<file path="config.mk">
export PLATFORM = sky130hd
export DESIGN_NAME = vsp_front
export DESIGN_NICKNAME = d
export VERILOG_FILES = /design/src/rtl/vsp_pkg.sv /design/src/rtl/vsp_front.sv
export SDC_FILE = /design/constraint.sdc
export NUM_CORES = 1
export LEC_CHECK = 0
export BUFFER_PORTS_ARGS = -buffer_cell sky130_fd_sc_hd__buf_2
export CAP_MARGIN = 0
export CORE_MARGIN = 2
export CORE_UTILIZATION = 46
export CTS_CLUSTER_DIAMETER = 120
export DETAILED_ROUTE_END_ITERATION = 16
export PLACE_DENSITY = 0.85
export SYNTH_ARGS = -nofsm -noshare
export SYNTH_HDL_FRONTEND = slang
export SYNTH_SLANG_ARGS = --single-unit
</file>
<file path="constraint.sdc">
create_clock -name aclk -period 8.05 [get_ports aclk]
set_clock_uncertainty 0.05 [all_clocks]
set_input_delay 0 -clock aclk [delete_from_list [all_inputs] [get_ports aclk]]
set_output_delay 0 -clock aclk [all_outputs]
set_load 0.01 [all_outputs]
</file>
<file path="src/rtl/vsp_pkg.sv">
package vsp_pkg;

    localparam int unsigned MAX_DATES_DEF = 4096;

    localparam int DATE_W    = 12;
    localparam int SPOT_W    = 32;
    localparam int LOG_W     = 32;
    localparam int SUM_W     = 64;
    localparam int FLOW_W    = 64;
    localparam int FRAC_BITS = 24;
    localparam int CFG_IDX_W = 8;

    // ln(2) as unsigned Q0.32
    localparam logic [31:0] LN2_Q32 = 32'd2977044472;

    localparam logic [CFG_IDX_W-1:0] CFG_MATURITY  = 8'd0;
    localparam logic [CFG_IDX_W-1:0] CFG_YEAR_FRAC = 8'd1;
    localparam logic [CFG_IDX_W-1:0] CFG_NOTIONAL  = 8'd2;
    localparam logic [CFG_IDX_W-1:0] CFG_STRIKE    = 8'd3;

    localparam logic [DATE_W-1:0] MATURITY_RST  = 12'd4095;
    localparam logic [31:0]       YEAR_FRAC_RST = 32'd16777216;

    typedef struct packed {
        logic [DATE_W-1:0] date_index;
        logic [SPOT_W-1:0] spot;
    } in_item_t;

    typedef struct packed {
        logic signed [FLOW_W-1:0] flow_value;
        logic                     saturated;
    } out_item_t;

    typedef struct packed {
        logic [DATE_W-1:0] maturity_index;
        logic [31:0]       year_fraction;
        logic signed [31:0] notional;
        logic [31:0]       strike_variance;
    } cfg_t;

    typedef enum logic [1:0] {
        KIND_SKIP  = 2'd0,
        KIND_SEED  = 2'd1,
        KIND_ACCUM = 2'd2
    } kind_t;

    typedef struct packed {
        logic [SPOT_W-1:0] spot;
        kind_t             kind;
        logic              pays;
    } job_t;

endpackage

</file>
<file path="src/rtl/vsp_front.sv">
module vsp_front #(
    parameter int unsigned MAX_DATES = vsp_pkg::MAX_DATES_DEF
) (
    input  logic              aclk,
    input  logic              aresetn,
    input  logic              s_valid,
    output logic              s_ready,
    input  vsp_pkg::in_item_t s_item,
    input  vsp_pkg::cfg_t     cfg,
    output logic              job_valid,
    output vsp_pkg::job_t     job,
    input  logic              job_pop
);
    import vsp_pkg::*;

    localparam int QDEPTH = 2;
    localparam int QPTR_W = $clog2(QDEPTH);

    job_t              queue_mem [QDEPTH];
    logic [QPTR_W-1:0] wr_ptr_reg, wr_ptr_next;
    logic [QPTR_W-1:0] rd_ptr_reg, rd_ptr_next;
    logic [QPTR_W:0]   count_reg, count_next;
    logic              push;
    logic              in_range;
    job_t              job_in;

    // classify the sample against the maturity date
    always_comb begin
        in_range       = (32'(s_item.date_index) < MAX_DATES);
        job_in.spot    = s_item.spot;
        job_in.pays    = in_range && (s_item.date_index == cfg.maturity_index);
        if (!in_range) begin
            job_in.kind = KIND_SKIP;
        end else if (s_item.date_index == '0) begin
            job_in.kind = KIND_SEED;
        end else if (s_item.date_index <= cfg.maturity_index) begin
            job_in.kind = KIND_ACCUM;
        end else begin
            job_in.kind = KIND_SKIP;
        end
    end

    assign s_ready   = (count_reg != (QPTR_W+1)'(QDEPTH));
    assign push      = s_valid && s_ready;
    assign job_valid = (count_reg != '0);
    assign job       = queue_mem[rd_ptr_reg];

    always_comb begin
        wr_ptr_next = push    ? wr_ptr_reg + 1'b1 : wr_ptr_reg;
        rd_ptr_next = job_pop ? rd_ptr_reg + 1'b1 : rd_ptr_reg;
        count_next  = count_reg;
        if (push && !job_pop) begin
            count_next = count_reg + 1'b1;
        end else if (!push && job_pop) begin
            count_next = count_reg - 1'b1;
        end
    end

    always_ff @(posedge aclk) begin
        if (!aresetn) begin
            wr_ptr_reg <= '0;
            rd_ptr_reg <= '0;
            count_reg  <= '0;
        end else begin
            wr_ptr_reg <= wr_ptr_next;
            rd_ptr_reg <= rd_ptr_next;
            count_reg  <= count_next;
        end
    end

    always_ff @(posedge aclk) begin
        if (push) begin
            queue_mem[wr_ptr_reg] <= job_in;
        end
    end

endmodule

</file>
==> Yosys cells after proc, flatten, opt, wreduce, memory -nomap -nowiden <==
Memory sizes are Yosys's and may differ from the RTL's. A register that Yosys moved wholly into a read port is not among the register bits.
Cells that the tools add are included.
{ "totals": {"register_bits": 4, "mem_count": 1, "word_cells": 27, "in_bits": 156, "mem_bits_rw": 70} }
{ "mem_list": {"columns": ["memory", "depth", "word_bits", "read_ports", "rd_clocked_by_memory_dff", "write_ports", "line_no", "rtl"], "rows": [
  ["queue_mem", 2, 35, 1, 1, 1, "vsp_front.sv:19", "job_t queue_mem [QDEPTH];"]
]} }
{ "classes": {"n_addsub": 4, "muxes": 8, "magnitude_cmp": 1, "eq_ne": 2, "n_reduce_logical": 8} }
{ "ops": {"columns": ["cell", "count"], "rows": [
  ["12-bit == test", 1],
  ["12-bit <= comparator", 1],
  ["12-bit logical NOT", 1],
  ["2-bit two-way mux", 4],
  ["1-bit two-way mux", 4],
  ["2-bit nonzero test", 2],
  ["1-bit logical AND", 3],
  ["1-bit adder, second input constant", 2],
  ["2-bit by 1-bit adder with 2-bit output, second input constant", 1],
  ["1-bit logical NOT", 2],
  ["2-bit inequality test, second input constant", 1],
  ["2-bit by 1-bit subtractor with 2-bit output, second input constant", 1]
]} }

==> Longest topological paths before layout <==
Gate-level depths: netlist of run 1.
{ "depth": {"depth_word": 6, "depth_mapped": 7} }

==> Worst setup path before layout of run 1 <==
OpenSTA, ideal clock, no wires.
{ "synth_timing": {"path_kind": "register to register", "from": "register count_reg[0]", "to": "memory queue_mem[0][0] (netlist bit), enable pin", "stages_incl_launch_ff": 4, "arrival_time_ps": 2163, "required_ps": 7573, "slack_ps": 5410, "path_cell_list": "dfxtp_1 > nand2b_1 > nand2_1 > nor2_1"} }
{ "synth_via": {"elab_chain_len": 4} }
{ "synth_rtl": {"columns": ["element", "line_no", "rtl"], "rows": [
  ["start, declared", "vsp_front.sv:22", "logic [QPTR_W:0] count_reg, count_next;"],
  ["start signal, assigned", "vsp_front.sv:67", "count_reg <= count_next;"],
  ["2-bit inequality test", "vsp_front.sv:43", "assign s_ready = (count_reg != (QPTR_W+1)'(QDEPTH));"],
  ["net s_ready", "vsp_front.sv:7", "output logic s_ready,"],
  ["1-bit logical AND", "vsp_front.sv:44", "assign push = s_valid && s_ready;"],
  ["1-bit two-way mux", "vsp_front.sv:72", "if (push) begin"],
  ["1-bit two-way mux (implied by the code)", "vsp_front.sv:73", "queue_mem[wr_ptr_reg] <= job_in;"],
  ["end, declared", "vsp_front.sv:19", null]
]} }
The timed path passes the listed nets, and every way through them passes these cells.

==> Final worst setup path of run 1 <==
{ "layout_timing": {"from": "register count_reg[0]", "to": "memory queue_mem[0][8] (netlist bit), enable pin"} }
{ "layout_via": {"elab_chain_len": 4} }
{ "layout_rtl": {"columns": ["element", "line_no"], "rows": [
  ["2-bit inequality test", "vsp_front.sv:43"],
  ["1-bit logical AND", "vsp_front.sv:44"],
  ["1-bit two-way mux", "vsp_front.sv:72"],
  ["1-bit two-way mux (implied by the code)", "vsp_front.sv:73"]
]} }
Every way passes these cells.

==> results.json, run 1 <==
{
  "grt_pass1_vias": 2042,
  "cts_tree": "yes",
  "diodes": 0,
  "dr_total_vias": 1999,
  "clock_tree.root_cell": "clkbuf_8",
  "drt-vias-per-instance": 4.973,
  "worst_hold_path_type": "in -> reg",
  "synth_area_um2": 3087,
  "worst-path-stages": 3,
  "timing.critical_path.arrival_ns": 1.85,
  "globalRouteTotalUtil_pct": 17.59,
  "yosys_warnings": 0,
  "boundary_pins": 193,
  "post-route-period-util_pct": 24.19,
  "post_synth_inst_count": 181,
  "gp_routability_congestion": 0.7037,
  "syn_nets": 350,
  "destination_of_the_worst_register_to_register_timing_path": "queue_mem[0][8]$_DFFE_PP_",
  "dp_cells": 351,
  "register_bit_total_from_synthesis": 75,
  "final-instance-count-excl-fill": 402,
  "cts.reportedPaths.clkPinSlew_ns": 0.07,
  "worstPathCellList": "nand2b_1 > nand2_1 > nor2_4",
  "number_of_antenna_violations_at_the_first_check_in_global_routing": 0,
  "drtAntennaViolNets": 0,
  "normalized_max_slew_margin_pct": 31.25,
  "timing.final.hold_violations": 0,
  "fin_nets": 489,
  "gr-total-overflow": 0,
  "slew_violations": 0,
  "post_cts_buffers": 0,
  "cp_delay_by_family_top": "simple AND/OR/NAND/NOR gates",
  "worst_setup_path_start_kind": "register",
  "worst_skew_pair.late_latency_ns": 0.32,
  "setup.worst_path.class": "reg -> reg",
  "area_growth_syn_to_layout_pct": 35.63,
  "leakage_uw": 0.001717,
  "fin_setup_tns_ns": 0,
  "register_area_um2": 2202,
  "cts_repair_resize_count": 0,
  "synthesis.area_per_instance_um2": 17.05,
  "timing.reg2reg.setup_slack_ns": 6.10,
  "htree_levels": 3,
  "die_area_um2": 7381,
  "status": "finished, final reports clean",
  "clock-sinks": 75,
  "power.ir.vdd_worst_mv": 0.1495,
  "largest_net_degree_at_the_start_of_global_routing": 36,
  "cp.buffers_inverters": 0,
  "max_cap_viol_count": 0,
  "drc": 0,
  "floorplan.initialDensity_pct": 48.06,
  "max_clock_freq_ghz": 0.5136,
  "fin_crit_ns": 1.947,
  "num_rows": 29,
  "ys_seq_area_share_pct": 71.34,
  "power.density_nw_per_um2": 222.7,
  "final_layout_size_suffix_gt1_share_pct": 45.54,
  "critical_path_required_ns": 7.95,
  "routed_wl_mm": 6.421,
  "worst_path_max_delay_cell": "nor2_4",
  "design.core.area_um2": 6422,
  "drtPass1Iterations": 4,
  "rsz_0062_raised_after_global_routing": "no",
  "end_kind": "register",
  "max_slew.worst_pin.slew_ns": 1.029,
  "fill_cells": 451,
  "hpwlAfterDp_mm": 3.921,
  "crit_path_start": "count_reg[0]$_SDFFE_PN0P_",
  "drt_first_iter_violations": 78,
  "holdWs_ns": 0.1058,
  "cp-endpoint": "queue_mem[0][8]$_DFFE_PP_",
  "worst_r2r_path_depth": 3,
  "postLayoutCellArea_um2": 4187,
  "port-buffer-count": 96,
  "dpl-instance-area_um2": 3660,
  "grt_pass1_wl_mm": 9.763,
  "multiInputGateArea_um2": 813.3,
  "timing.final.setup_violations": 0,
  "report.power.total_uw": 932.5,
  "critical_path.max_stage_delay_ns": 0.81,
  "cts_hold_buf": 35,
  "regToRegStartpoint": "count_reg[0]$_SDFFE_PN0P_",
  "largest_register_ff_count": 70,
  "die_h_um": 85.92,
  "die_width_um": 85.92,
  "crit_fanout": 35,
  "tritoncts.num_buffers": 9,
  "clk_path_buf_depth": 2,
  "detail_route.wl_per_cell_um": 15.97,
  "synthDistinctLibCells": 27
}
## worst min-delay path by stage
stage	slack [ns]	to	startpoint	cells after the start
after global routing	0.1	queue_mem[0][1]$_DFFE_PP_	s_item[32]	3
after CTS	0.09	wr_ptr_reg$_SDFFE_PN0P_	s_valid	4
after global placement	0.14	queue_mem[0][20]$_DFFE_PP_	s_item[17]	1
after floorplan	0.05	queue_mem[0][10]$_DFFE_PP_	s_item[7]	0
after detailed placement	0.14	queue_mem[1][3]$_DFFE_PP_	s_item[0]	1
final	0.11	wr_ptr_reg$_SDFFE_PN0P_	s_valid	4
## power breakdown
group          total [µW]  leakage [µW]  internal (µW)  switching [µW]
registers             493      0.000698            480            13.1
logic                 179      0.000933           85.6            93.6
clock network         260     0.0000871            141             119
## per-stage QoR
| stage | setup slack (ns) | util [%] |
|---|---|---|
| after floorplan | 5.410 | - |
| after global placement | 6.114 | 56.98 |
| after CTS | 6.062 | 65.19 |
| after detailed placement | 6.087 | 56.98 |
| after global routing | 5.956 | 65.19 |
| final | 6.103 | 65.19 |
## cell usage after synthesis (all sizes together)
| library cell | count | area, µm² |
|---|---|---|
| or3 | 1 | 6.260 |
| nor2b | 1 | 6.260 |
| and2 | 4 | 25.02 |
| xor2 | 2 | 17.52 |
| nor2 | 2 | 7.510 |
| inv | 16 | 60.06 |
| nand2 | 3 | 11.26 |
| edfxtp | 70 | 2102 |
| a221o | 1 | 10.01 |
| nor4 | 3 | 18.77 |
| or2 | 1 | 6.260 |
| o211ai | 1 | 7.510 |
| dfxtp | 5 | 100.1 |
| nor3 | 1 | 10.01 |
| mux2 | 35 | 394.1 |
| buf | 4 | 20.02 |
| nand4 | 3 | 18.77 |
| and3 | 2 | 12.51 |
| a21oi | 5 | 28.78 |
| nand3 | 1 | 5.000 |
| nand2b | 1 | 6.260 |
| ha | 13 | 162.7 |
| a21boi | 1 | 7.510 |
| a221oi | 1 | 15.01 |
| o21ai | 2 | 10.01 |
| xnor2 | 2 | 17.52 |
## placed cells by master (no fill, tap or decap)
| master | instances |
|---|---|
| buf_2 | 96 |
| edfxtp_1 | 70 |
| mux2_2 | 35 |
| dlygate4sd3_1 | 35 |
| inv_1 | 16 |
| ha_1 | 13 |
| clkbuf_8 | 9 |
| dfxtp_1 | 5 |
| and2_1 | 4 |
| a21oi_1 | 4 |
| nand2_1 | 3 |
| nor4_1 | 3 |
| nand4_1 | 3 |
| clkinv_1 | 3 |
| clkbuf_1 | 3 |
| xor2_1 | 2 |
| o21ai_0 | 2 |
| xnor2_1 | 2 |
| nand2b_1 | 1 |
| and3_1 | 1 |
| nor3_2 | 1 |
| or2_2 | 1 |
| nor2_4 | 1 |
| and3_2 | 1 |
| nand3_1 | 1 |
| a21oi_2 | 1 |
| a221o_1 | 1 |
| nor2b_1 | 1 |
| o211ai_1 | 1 |
| nor2_1 | 1 |
| a221oi_2 | 1 |
| or3_1 | 1 |
| a21boi_0 | 1 |
| bufinv_16 | 1 |
| buf_4 | 1 |
## final cells by class
cell class	instances	area share [%]
clock buffers	12	3.228
flip-flops and latches	75	52.60
inverters	16	1.435
multi-input cells	86	19.43
clock inverters	4	0.9863
repair buffers	132	20.02
well taps	77	2.301
## cells by family after synthesis
family                   count (synthesis)  synth area share (%)
adder cells (fa/ha/maj)                 13                 5.270
multiplexers                            35                 12.77
flip-flops                              75                 71.34
AND/OR/NAND/NOR                         23                 4.338
XOR/XNOR                                 4                 1.135
AO/OA/AOI/OAI                           11                 2.554
buffers and inverters                   20                 2.594
## worst register-to-register path: stages (launching register included)
cell and delay (ns):
dfxtp_1 0.39, nand2b_1 0.17, nand2_1 0.14, nor2_4 0.81
## metal layers
| layer | vias to the layer above | part of all wire, % | track usage, % |
|---|---|---|---|
| met3 | 8 | 8.4 | 4.812 |
| met1 | 927 | 42 | 20.85 |
| met5 | - | 0 | 0 |
| li1 | 965 | - | - |
| met4 | 0 | 1.2 | 8.081 |
| met2 | 99 | 49 | 29.81 |
(Power assumes the default switching activity.)
==> run 2: changes to the inputs <==
--- a/config.mk
+++ b/config.mk
@@ -8,10 +8,10 @@
 export BUFFER_PORTS_ARGS = -buffer_cell sky130_fd_sc_hd__buf_2
 export CAP_MARGIN = 0
 export CORE_MARGIN = 2
-export CORE_UTILIZATION = 46
+export CORE_UTILIZATION = 38
 export CTS_CLUSTER_DIAMETER = 120
 export DETAILED_ROUTE_END_ITERATION = 16
-export PLACE_DENSITY = 0.85
+export PLACE_DENSITY = 0.75
 export SYNTH_ARGS = -nofsm -noshare
 export SYNTH_HDL_FRONTEND = slang
 export SYNTH_SLANG_ARGS = --single-unit
==> constraint.sdc (replaced) <==
create_clock -name aclk -period 1.6 [get_ports aclk]
set_clock_uncertainty 0.05 [all_clocks]
set_input_delay 0 -clock aclk [delete_from_list [all_inputs] [get_ports aclk]]
set_output_delay 0 -clock aclk [all_outputs]
set_load 0.01 [all_outputs]
==> run 2 against run 1 <==
Effect of this change:
- global-route usage is 3.7 points lower
- clock power grew to 6.1 times the previous value
- non-clock buffer count is 2 higher
- largest cell class unchanged
- largest power group unchanged
- critical endpoint is now count_reg[1]$_SDFFE_PN0P_
==> results.json, run 2 (same netlist as run 1, synthesis figures left out) <==
{
  "fin_nets": 491,
  "internal-power_uw": 3778,
  "max_slew.worst_pin.slew_ns": 0.2884,
  "critical_path_required_ns": 1.82,
  "post_cts_buffers": 0,
  "timing.critical_path.arrival_ns": 1.73,
  "post-place-ws_ns": 0.04763,
  "hpwlAfterDp_mm": 4.053,
  "die_area_um2": 8860,
  "worst_skew_pair.late_latency_ns": 0.33,
  "largest_net_degree_at_the_start_of_global_routing": 36,
  "worst_setup_path_start_kind": "register",
  "leakage_uw": 0.001768,
  "drtAntennaViolNets": 0,
  "die_width_um": 94.13,
  "p_sw_share_pct": 24.51,
  "critical_path.max_stage_delay_ns": 0.35,
  "fin_setup_tns_ns": 0,
  "port-buffer-count": 96,
  "clock-sinks": 75,
  "power_frac_seq_pct": 49.5,
  "status": "finished, final reports clean",
  "globalRouteTotalUtil_pct": 13.88,
  "drt-vias-per-instance": 4.671,
  "grt_pass1_vias": 2006,
  "rsz_0062_raised_after_global_routing": "no",
  "cts_tree": "yes",
  "final_layout_size_suffix_gt1_share_pct": 49.24,
  "end_kind": "register",
  "timing.final.hold_violations": 0,
  "htree_levels": 3,
  "power.density_nw_per_um2": 1157,
  "worst_hold_path_type": "in -> reg",
  "design.core.area_um2": 7807,
  "post-route-worst-setup-slack_ns": 0.08693,
  "holdWs_ns": 0.1007,
  "die_h_um": 94.13,
  "switching_power_uw": 1227,
  "diodes": 0,
  "cts.reportedPaths.clkPinSlew_ns": 0.07,
  "max_cap_viol_count": 0,
  "number_of_antenna_violations_at_the_first_check_in_global_routing": 0,
  "dp_cells": 379,
  "mostFrequentLayoutCells": "96 x buf_2, 70 x edfxtp_1, 35 x mux2_2",
  "drt_first_iter_violations": 49,
  "gp_routability_congestion": 0.7515,
  "area_growth_syn_to_layout_pct": 40.21,
  "post-route-period-util_pct": 94.57,
  "layout_commonest_cell": "buf_2",
  "num_rows": 32,
  "routed_wl_mm": 6.044,
  "clk_path_buf_depth": 2,
  "drtPass1Iterations": 4,
  "floorplan.initialDensity_pct": 39.54,
  "timing.final.setup_violations": 0,
  "crit_fanout": 4,
  "power.ir.vdd_worst_mv": 0.3963,
  "final-instance-count-excl-fill": 429,
  "boundary_pins": 193,
  "comb_power_share_pct": 19.0,
  "worst_path_max_delay_cell": "or3_1",
  "fin_crit_ns": 1.513,
  "max_clock_freq_ghz": 0.6609,
  "drc": 0,
  "tritoncts.num_buffers": 9,
  "cp.buffers_inverters": 1,
  "gr-total-overflow": 0,
  "slew_violations": 0,
  "cp_delay_by_family_top": "simple AND/OR/NAND/NOR gates",
  "detail_route.wl_per_cell_um": 14.09,
  "largest_register_ff_count": 70,
  "grt_pass1_wl_mm": 9.232,
  "dr_total_vias": 2004,
  "clock_tree.root_cell": "clkbuf_8",
  "setup.worst_path.class": "reg -> reg",
  "normalized_max_slew_margin_pct": 80.60,
  "worstPathCellList": "nand2b_4 > nand2_2 > inv_1 > ha_1 > or3_1 > a21boi_1",
  "power_frac_clock_pct": 31.5
}
[run 2: changes by cell type in the layout (fill, tap and decap cells not counted), moves of 2 or more]
cell | previous run | this run
clkbuf_1 | 3 | 0
clkinv_4 | 0 | 3
clkinv_1 | 3 | 0
dfxtp_2 | 0 | 2
buf_12 | 0 | 3
dfxtp_1 | 5 | 3
[run 2: path summary, 6_finish.rpt]
path / startpoint / slack [ns] / cells after the start / end
setup reg to reg: count_reg[0]$_SDFFE_PN0P_ / 0.09 / 6 / count_reg[1]$_SDFFE_PN0P_
hold / removal: s_item[36] / 0.10 / 3 / queue_mem[0][1]$_DFFE_PP_
setup / recovery: count_reg[0]$_SDFFE_PN0P_ / 0.09 / 6 / count_reg[1]$_SDFFE_PN0P_
hold reg to reg: count_reg[1]$_SDFFE_PN0P_ / 0.50 / 2 / count_reg[1]$_SDFFE_PN0P_
[run 2: per-layer routing]
metal  share of wire, %  GRT usage (%)  wire length, µm
met1                 42          16.33             2535
met2                 48          23.04             2900
met3                8.7          4.655              528
met4                1.3          6.159               80
met5                  0              0                0
[run 2: cell type report]
class	instances	area, µm²
fill	649	3480
inverter	16	60.06
timing repair buffer	134	888.4
clock buffer	9	123.9
sequential	75	2205
tap	102	127.6
multi-input combinational	86	823.3
clock inverter	7	100.1
[run 2: per-stage QoR]
step,utilization [%],area [µm²],power [µW]
final,55.43,4328,5005
after global routing,55.43,4328,5229
after CTS,55.43,4328,5064
after detailed placement,48.21,3764,3413
after global placement,48.21,3764,3379
after floorplan,-,3107,3014
[run 2: power groups by stage]
stage                     logic, µW  registers [µW]  clock network (µW)
final                           950            2480                1580
after global routing           1040            2500                1690
after CTS                       964            2480                1620
after detailed placement        892            2520                   0
after global placement          874            2510                   0
after floorplan                 512            2500                   0
[run 2: worst min-delay path: cells and delay by family]
family	cells	cell delay, ns
buffers and inverters	1	0.09
AND/OR/NAND/NOR	2	0.21
[run 2: timing repair]
action                                 CTS  global route
endpoints found under the hold margin   69             0
setup endpoints to repair                0             1
hold buffers                            34             0
gates resized for setup                  0             1
==> run 3: changes to the inputs <==
--- a/config.mk
+++ b/config.mk
@@ -5,7 +5,7 @@
 export SDC_FILE = /design/constraint.sdc
 export NUM_CORES = 1
 export LEC_CHECK = 0
-export BUFFER_PORTS_ARGS = -buffer_cell sky130_fd_sc_hd__buf_2
+export BUFFER_PORTS_ARGS = -buffer_cell sky130_fd_sc_hd__buf_4
 export CAP_MARGIN = 0
 export CORE_MARGIN = 2
 export CORE_UTILIZATION = 38
==> run 3 against run 2 <==
Effect of this change:
- total power is 5.1% lower
- non-clock buffer count unchanged
- final cell count shrank 0.23%
- critical path depth rose by 1
- worst setup slack improved by 0.014 ns
- global-route usage rose by 0.43 points
- utilization grew 2.4 points
- maximum frequency increased by 0.96%
- hold slack worse by 0.015 ns
- critical endpoint unchanged
- largest cell class unchanged
==> results.json, run 3 (same netlist as run 1, synthesis figures left out) <==
{
  "timing.final.hold_violations": 0,
  "worst_hold_path_type": "in -> reg",
  "critical_path.max_stage_delay_ns": 0.34,
  "power.density_nw_per_um2": 1051,
  "die_area_um2": 8860,
  "worst_r2r_path_depth": 7,
  "drtAntennaViolNets": 0,
  "min_delay_path_depth": 3,
  "grt_pass1_vias": 2029,
  "timing.critical_path.arrival_ns": 1.71,
  "detail_route.wl_per_cell_um": 14.46,
  "gr-total-overflow": 0,
  "num_rows": 32,
  "design.core.area_um2": 7807,
  "worstPathCellList": "nand2b_4 > nand2_2 > inv_1 > ha_4 > xor2_1 > or3_1 > a21boi_1",
  "worst_path_max_delay_cell": "dfxtp_2",
  "report.power.total_uw": 4748,
  "post-route-period-util_pct": 93.67,
  "boundary_pins": 193,
  "floorplan.initialDensity_pct": 39.54,
  "die_h_um": 94.13,
  "routed_wl_mm": 6.187,
  "max_clock_freq_ghz": 0.6672,
  "post_cts_buffers": 0,
  "max_slew.worst_pin.slew_ns": 0.2436,
  "cts.reportedPaths.clkPinSlew_ns": 0.07,
  "port-buffer-count": 96,
  "end_kind": "register",
  "timing.final.setup_violations": 0,
  "max_cap_viol_count": 0,
  "fin_setup_tns_ns": 0,
  "final_layout_size_suffix_gt1_share_pct": 49.08,
  "number_of_antenna_violations_at_the_first_check_in_global_routing": 0,
  "drtPass1Iterations": 4,
  "fin_crit_ns": 1.499,
  "dr_total_vias": 1996,
  "normalized_max_slew_margin_pct": 83.61,
  "hpwlAfterDp_mm": 4.026,
  "clock_tree.root_cell": "clkbuf_8",
  "critical_path_required_ns": 1.81,
  "crit_fanout": 4,
  "area_growth_syn_to_layout_pct": 46.29,
  "tritoncts.num_buffers": 9,
  "layout_commonest_cell": "buf_4",
  "drc": 0,
  "clock-sinks": 75,
  "slew_violations": 0,
  "mostFrequentLayoutCells": "97 x buf_4, 70 x edfxtp_1, 35 x mux2_2",
  "cts_tree": "yes",
  "globalRouteTotalUtil_pct": 14.31,
  "worst_setup_path_start_kind": "register",
  "gp_routability_congestion": 0.7408,
  "power.ir.vdd_worst_mv": 0.3552,
  "die_width_um": 94.13,
  "rsz_0062_raised_after_global_routing": "no",
  "htree_levels": 3,
  "fill_cells": 624,
  "largest_register_ff_count": 70,
  "grt_pass1_wl_mm": 9.508,
  "clk_path_buf_depth": 2,
  "diodes": 0,
  "setup.worst_path.class": "reg -> reg",
  "leakage_uw": 0.001818,
  "fin_nets": 491,
  "drt-vias-per-instance": 4.664,
  "multiInputGateArea_um2": 835.8,
  "register_area_um2": 2206,
  "largest_net_degree_at_the_start_of_global_routing": 36,
  "drt_first_iter_violations": 49,
  "worst_skew_pair.late_latency_ns": 0.33,
  "status": "finished, final reports clean"
}
run 3: cell types whose count changed in the layout (fill, tap and decap cells not counted), sizes merged:
cell / delta
bufinv: -2
clkinv: +1
inv: -1
clkinvlp: +1
run 3: per-layer routing:
layer / global-route usage (%) / vias up / share of wire (%)
li1: - / 964 / -
met1: 16.23 / 935 / 41
met2: 24.40 / 89 / 49
met3: 4.976 / 8 / 8.5
met4: 6.159 / 0 / 1.5
met5: 0 / - / 0
run 3: area by class of cell:
cell class / instances / share of cell area (%)
repair buffers: 134 / 24.99
clock inverters: 6 / 0.7481
multi-input cells: 86 / 18.51
clock buffers: 9 / 2.743
well taps: 102 / 2.826
flip-flops and latches: 75 / 48.85
inverters: 16 / 1.330
run 3: timing repair:
item	CTS	global route
hold buffers	34	0
resized for setup	0	3
endpoints found under the hold margin	69	0
setup endpoints to repair	0	1
run 3: final timing paths:
kind                             start                         to  slack, ns
max reg2reg  count_reg[0]$_SDFFE_PN0P_  count_reg[1]$_SDFFE_PN0P_       0.10
min reg2reg  count_reg[1]$_SDFFE_PN0P_  count_reg[1]$_SDFFE_PN0P_       0.47
max          count_reg[0]$_SDFFE_PN0P_  count_reg[1]$_SDFFE_PN0P_       0.10
min                         s_item[36]  queue_mem[1][1]$_DFFE_PP_       0.09
run 3: where the power goes:
part | switching [µW] | total, µW | internal, µW
sequential | 65.9 | 2480 | 2410
combinational | 485 | 1090 | 607
clock | 638 | 1180 | 540
run 3: worst max-delay path: cells and delay by family, from the launching register on:
family / cells / cell delay (ns)
and+or+nand+nor: 3 / 0.53
buffers and inverters: 1 / 0.06
adders and majority gates: 1 / 0.15
DFF: 1 / 0.34
xor gates and xnor gates: 1 / 0.14
AOI/OAI and AO/OA: 1 / 0.15
run 3: through the flow:
step	setup slack, ns	hold WS (ns)	utilization, %	area [µm²]	std cells
6_report	0.1013	0.08576	57.84	4516	428
5_1_grt	0.03198	0.07142	57.84	4516	428
4_1_cts	0.02257	0.06862	57.66	4502	428
3_5_place_dp	0.04387	0.1387	51.28	4004	379
3_3_place_gp	0.09312	0.1352	51.28	4004	379
2_1_floorplan	0.02264	0.04887	-	3107	181
